[src/rtl/vpra_pkg.sv]
`timescale 1ns / 1ps
// ----------------------------------------------------------------------------
// vpra_pkg
// Types, constants and codes shared by the virtual page run allocator.
// ----------------------------------------------------------------------------
package vpra_pkg;

  localparam int unsigned MAX_PAGES_DEF = 4096;
  localparam logic [31:0] KERNEL_BASE_RST = 32'hc010_0000;
  localparam logic [31:0] USER_BASE_RST   = 32'h0000_0000;
  localparam logic [12:0] PAGES_RST       = 13'd4096;
  localparam logic [31:0] USER_LIMIT      = 32'hc000_0000 - 32'd4096;

  localparam logic [1:0] CFG_KERNEL_BASE  = 2'd0;
  localparam logic [1:0] CFG_USER_BASE    = 2'd1;
  localparam logic [1:0] CFG_KERNEL_PAGES = 2'd2;
  localparam logic [1:0] CFG_USER_PAGES   = 2'd3;

  localparam logic [1:0] ST_DONE    = 2'd0;
  localparam logic [1:0] ST_NOSPACE = 2'd1;
  localparam logic [1:0] ST_BAD     = 2'd2;

  typedef struct packed {
    logic        req_type;
    logic        pool_sel;
    logic [12:0] page_count;
    logic [31:0] free_addr;
  } vpra_in_t;

  typedef struct packed {
    logic [1:0]  status;
    logic [31:0] run_addr;
  } vpra_out_t;

  typedef enum logic [2:0] {
    S_CLEAR, S_IDLE, S_CHECK, S_SCAN_RD, S_SCAN, S_MARK, S_DONE
  } vpra_state_t;

  typedef struct packed {
    logic clr_step;
    logic load;
    logic scan_rd;
    logic scan_step;
    logic mark_step;
    logic finish;
  } vpra_cmd_t;

  typedef struct packed {
    logic clr_last;
    logic bad_early;
    logic is_alloc;
    logic scan_found;
    logic scan_refused;
    logic scan_end;
    logic mark_last;
  } vpra_sts_t;

endpackage

[src/rtl/vpra_ctrl.sv]
`timescale 1ns / 1ps
// ----------------------------------------------------------------------------
// vpra_ctrl
// Sequencer: clearing pass, request check, bit scan, run marking, result.
// ----------------------------------------------------------------------------
module vpra_ctrl (
  input  logic                clk,
  input  logic                rst_n,
  input  logic                start,
  output logic                busy,
  input  vpra_pkg::vpra_sts_t sts,
  output vpra_pkg::vpra_cmd_t cmd
);
  import vpra_pkg::*;

  vpra_state_t state_r, state_nxt;

  always_ff @(posedge clk) begin
    if (!rst_n) state_r <= S_CLEAR;
    else        state_r <= state_nxt;
  end

  always_comb begin
    state_nxt = state_r;
    unique case (state_r)
      S_CLEAR:   if (sts.clr_last) state_nxt = S_IDLE;
      S_IDLE:    if (start) state_nxt = S_CHECK;
      S_CHECK: begin
        if (sts.bad_early) state_nxt = S_DONE;
        else if (sts.is_alloc) state_nxt = S_SCAN_RD;
        else state_nxt = S_MARK;
      end
      S_SCAN_RD: state_nxt = S_SCAN;
      S_SCAN: begin
        if (sts.scan_found && !sts.scan_refused) state_nxt = S_MARK;
        else if (sts.scan_found || sts.scan_end) state_nxt = S_DONE;
        else state_nxt = S_SCAN_RD;
      end
      S_MARK:    if (sts.mark_last) state_nxt = S_DONE;
      S_DONE:    state_nxt = S_IDLE;
      default:   state_nxt = S_IDLE;
    endcase
  end

  always_comb begin
    cmd  = '0;
    busy = (state_r != S_IDLE);
    unique case (state_r)
      S_CLEAR:   cmd.clr_step  = 1'b1;
      S_IDLE:    cmd.load      = start;
      S_CHECK:   ;
      S_SCAN_RD: cmd.scan_rd   = 1'b1;
      S_SCAN:    cmd.scan_step = 1'b1;
      S_MARK:    cmd.mark_step = 1'b1;
      S_DONE:    cmd.finish    = 1'b1;
      default:   ;
    endcase
  end

  a_idle_not_busy: assert property (@(posedge clk) disable iff (!rst_n)
    (state_r == S_IDLE) |-> !busy) else $error("idle but busy");
  a_start_check: assert property (@(posedge clk) disable iff (!rst_n)
    (state_r == S_IDLE && start) |=> state_r == S_CHECK) else $error("start lost");
  a_done_idle: assert property (@(posedge clk) disable iff (!rst_n)
    cmd.finish |=> state_r == S_IDLE) else $error("done not followed by idle");
endmodule

[config.mk]
export PLATFORM = sky130hd
export DESIGN_NAME = vpra_ctrl
export DESIGN_NICKNAME = d
export VERILOG_FILES = /design/src/rtl/vpra_pkg.sv /design/src/rtl/vpra_ctrl.sv
export SDC_FILE = /design/constraint.sdc
export NUM_CORES = 1
export LEC_CHECK = 0
export ABC_CLOCK_PERIOD_IN_PS = 1490
export BUFFER_PORTS_ARGS = -buffer_cell sky130_fd_sc_hd__buf_2
export CAP_MARGIN = 10
export CORE_AREA = 2 2 39 41
export CTS_BUF_LIST = sky130_fd_sc_hd__clkbuf_16
export DETAILED_ROUTE_END_ITERATION = 6
export DIE_AREA = 0 0 41 43
export GPL_TIMING_DRIVEN = 0
export SLEW_MARGIN = 5
export SYNTH_ARGS = -nofsm -noshare
export SYNTH_HDL_FRONTEND = slang
export SYNTH_SLANG_ARGS = --single-unit
[constraint.sdc]
create_clock -name clk -period 1.49 [get_ports clk]
set_input_delay 0.149 -clock clk [delete_from_list [all_inputs] [get_ports clk]]
set_output_delay 0.149 -clock clk [all_outputs]
set_load 0.01 [all_outputs]
# Word level (Yosys, flattened, before mapping)
# Cells that the tools add are included.
dict set report classes {
  n_mux 14
  reduce_logical 5
  n_eq_ne 10
}
# cell n
set op_table {}
lappend op_table {{$mux W3} 7}
lappend op_table {{$pmux W3 S6} 1}
lappend op_table {{$eq A3 B3 Y1 const B} 3}
lappend op_table {{$eq A3 B2 Y1 const B} 2}
lappend op_table {{$mux W1} 6}
lappend op_table {{$ne A2 B2 Y1 const B} 3}
lappend op_table {{$eq A3 B1 Y1 const B} 1}
lappend op_table {{$logic_not A3 Y1} 1}
lappend op_table {{$ne A3 B1 Y1 const B} 1}
lappend op_table {{$reduce_and A3 Y1} 1}
lappend op_table {{$logic_and A1 B1 Y1} 1}
lappend op_table {{$logic_not A1 Y1} 1}
lappend op_table {{$logic_or A1 B1 Y1} 1}
dict set report word_totals {
  inputBits 10
  register_bits 3
  output_inout_bits 7
}

# Logic depth before layout (Yosys ltp)
dict set report depth {
  ltp_word 4
  ltp_mapped 4
  mapped_depth_nobuf 4
}

# Worst setup path before layout
# Ideal clock, no wire load.
dict set report synth_path {
  kind {reg2out}
  start {reg state_r[1]}
  end {out cmd[4] in the netlist's numbering}
  arrival_time_ns 1.080
  slack_ns 0.261
  n_path_buf 1
  path_stages_with_launch 4
  cell_sequence {dfxtp_1 > buf_6 > or3b_1 > nor2_1}
}
# element line
set synth_lines {}
lappend synth_lines {{start: declaration} vpra_ctrl.sv:16} ;# vpra_state_t state_r, state_nxt;
lappend synth_lines {{start signal: assignment} vpra_ctrl.sv:20} ;# else state_r <= state_nxt;
lappend synth_lines {{end: declaration} vpra_ctrl.sv:12} ;# output vpra_pkg::vpra_cmd_t cmd

==> flow_summary.rst <==
.. list-table::
   :header-rows: 1

   * - Metric
     - Value
   * - Status
     - completed
   * - CTS Buf Count
     - 3
   * - Maximum achievable frequency
     - 698.8 MHz
   * - Placed Instance Area
     - 364.1 um2
   * - Category of the critical setup timing path
     - reg -> out
   * - Library cell with the largest summed area after synthesis
     - sky130_fd_sc_hd__dfxtp_1
   * - Effective utilization at floorplan
     - 0.1908
   * - Area of the mapped netlist
     - 264.0 um2
   * - GRT Total Usage
     - 0.08936
   * - Number of flops mapped to enable cells by yosys
     - 0
   * - Largest buffer count on any clock path
     - 2
   * - Total die area
     - 1763 um2
   * - Launch point of the worst hold path
     - rst_n
   * - Routability congestion estimate
     - 0.7152
   * - Count of hold-fix buffers inserted at cts
     - 0
   * - Via count of the first global-routing pass
     - 274
   * - Die span in x
     - 41 um
   * - Number of flip-flops under the largest register name
     - 3
   * - DRC viols
     - 0
   * - Synth top area cells
     - sky130_fd_sc_hd__dfxtp_1 23%, sky130_fd_sc_hd__a21oi_1 7.6%, sky130_fd_sc_hd__and3b_1 6.6%, sky130_fd_sc_hd__or3b_1 6.6%, sky130_fd_sc_hd__nor2_1 5.7%
   * - Finish-stage setup viols
     - 0
   * - Sequential-to-total area share from yosys stat
     - 0.2275
   * - Final number of max-transition violations
     - 0
   * - Post-route fraction of the period consumed by the critical path
     - 0.9604
   * - Static Leak
     - 0.0002587 uW
   * - Post-layout power
     - 596.3 uW
   * - Measured slew at the worst slew-check pin
     - 0.3657 ns
   * - Critical Path AT
     - 1.28 ns
   * - Relative slew margins
     - 0.7559
   * - Ys Warns
     - 0
   * - Synthesis-to-finish area growth
     - 76.30%
   * - Mean number of vias per cell
     - 4.361
   * - Overall via count from detail_route
     - 314
   * - Clock Latency Late Sink
     - 0.22 ns
   * - FF+latch count, synth
     - 3
   * - Count of max-cap constraint violations
     - 0
   * - Worst Setup End Kind
     - primary output
   * - Detailed-routing iteration count for the pre-antenna-repair pass
     - 1
   * - Final instance area
     - 465.4 um2
   * - Diodes inserted
     - 0
   * - Top FF cell, synth
     - sky130_fd_sc_hd__dfxtp_1
   * - Worst min path class
     - in -> reg
   * - RSZ-0062 raised after global routing
     - no
   * - Post-detailed-route wirelength per cell
     - 9.597 um
   * - Count of different cell masters after synthesis
     - 22
   * - Io pins
     - 17
   * - Antenna violations before repair
     - 0
   * - Count of input and output buffers
     - 16
   * - Global-route wire length before repair
     - 1076 um
   * - Critical Path Source Type
     - flip-flop
   * - Syn Nets
     - 44
   * - Critical Path Fanout Max
     - 10
   * - Die extent in y
     - 43 um
   * - R2r setup slk
     - 0.29 ns
   * - Maximum number of pins on one net before global-route repair
     - 11
   * - Clock edge transition at the registers on the reported setup and hold paths
     - 0.03 ns
   * - Routed wire length
     - 691 um
   * - Root Driver
     - sky130_fd_sc_hd__clkbuf_16
   * - Share of post-route cells with drive strength above 1
     - 0.4821
   * - Registers with the most flip-flops
     - state_r: 3 flops
   * - TNS Setup
     - 0 ns
   * - Worst IR Drop VDD
     - 0.0006240 V
   * - Fin Clk Skew
     - 0.001780 ns
   * - Detailed placer's ending HPWL
     - 517.5 um
   * - CTS tree
     - yes
   * - Core Region
     - 1384 um2
   * - Number of clock sinks seen by CTS
     - 3
   * - Cells after Synth
     - 34
   * - Row Count
     - 14
   * - Average instance area after synthesis
     - 7.765 um2
   * - Final count of hold timing violations
     - 0
   * - Number of DRC violations after detailed-routing iteration 0
     - 0
   * - Worst slack on hold paths
     - 0.1799 ns
   * - Remaining global-route overflow
     - 0
   * - Share of flip-flops with an asynchronous set or reset
     - 0
   * - Timing startpoint of the critical path
     - state_r[1]
   * - Worst path required time
     - 1.34 ns
   * - R2r startpoint
     - state_r[2]
   * - Share of the synthesized area in the top cell type
     - 0.2275
   * - Most flop-heavy register
     - state_r
   * - Period minus WS final
     - 1.431 ns
   * - Total power per unit cell area
     - 1281 nW/um2
   * - Number of routed nets with antenna violations
     - 0
   * - Level count of the clock H-tree
     - 1
   * - Final nets
     - 67
## worst max-delay path, cell delays in order, from the launching register on
cell and delay, ns:
sky130_fd_sc_hd__dfxtp_2 0.33, sky130_fd_sc_hd__buf_6 0.14, sky130_fd_sc_hd__or3b_1 0.38, sky130_fd_sc_hd__nor2_1 0.08, sky130_fd_sc_hd__buf_2 0.13
## layout make-up
class,count,area [um2]
inverters,2,7.507
clock buffers,3,75.07
fillers,157,918.4
plain buffers,2,22.52
clock inverters,1,3.754
well taps,16,20.02
multi-input cells,26,172.7
repair buffers,19,102.6
flip-flops and latches,3,61.31
## stage by stage
step	setup slack [ns]	utilization	instances
5_1_grt	0.0004354	0.3363	72
6_report	0.05904	0.3363	72
3_3_place_gp	0.2621	0.2631	66
2_1_floorplan	0.2615	-	34
3_5_place_dp	0.2600	0.2631	66
4_1_cts	0.02271	0.3201	70
## synthesized netlist by cell type (all sizes together), types with 2 or more instances
cell,instances
nand2,2
inv,2
dfxtp,3
buf,3
or3b,2
a21oi,4
nor2,4
and3b,2
## placed cells by master (no fill, tap or decap), drive strengths merged
master	count
xor2	1
o21ai	1
nor3b	1
dfxtp	3
nor2	4
nor3	1
or3b	2
o32a	1
a211oi	1
o41ai	1
a21o	1
o211a	1
a21oi	4
and3	1
buf	21
nand2b	1
inv	3
o22ai	1
clkbuf	3
and3b	2
nand2	2
## routing by layer
metal	routed length, um	global-route usage	vias up
li1	-	-	170
met5	0	0	-
met1	287	0.09968	140
met4	0	0.04000	0
met3	23	0.03141	0
met2	381	0.1438	4
## logic make-up (layout without fill, tap and decap cells)
family	after synthesis	count (layout)	share of synthesized area
compound gates	11	11	0.2891
xor+xnor	1	1	0.03318
simple gates	14	14	0.3318
buf+inv	5	27	0.1185
flops	3	3	0.2275
## worst paths after layout
kind	cells past startpoint	endpoint
setup / recovery	4	cmd[4]
hold / removal	2	state_r[2]
setup reg to reg	3	state_r[1]
hold reg to reg	2	state_r[2]
## report_power, final
part | leakage (uW) | internal, uW | switching, uW
Clock | 0.0000423 | 346 | 69.5
Sequential | 0.0000250 | 85.8 | 5.52
Combinational | 0.000191 | 50.7 | 39.1
Total | 0.000259 | 482 | 114
## timing repair
action	4_1_cts	5_1_grt
setup buffers	0	3
endpoints found under the setup margin	0	1
hold endpoints to repair	0	0
resized for setup	0	2
Note: power is estimated with default switching activity, not from simulation.
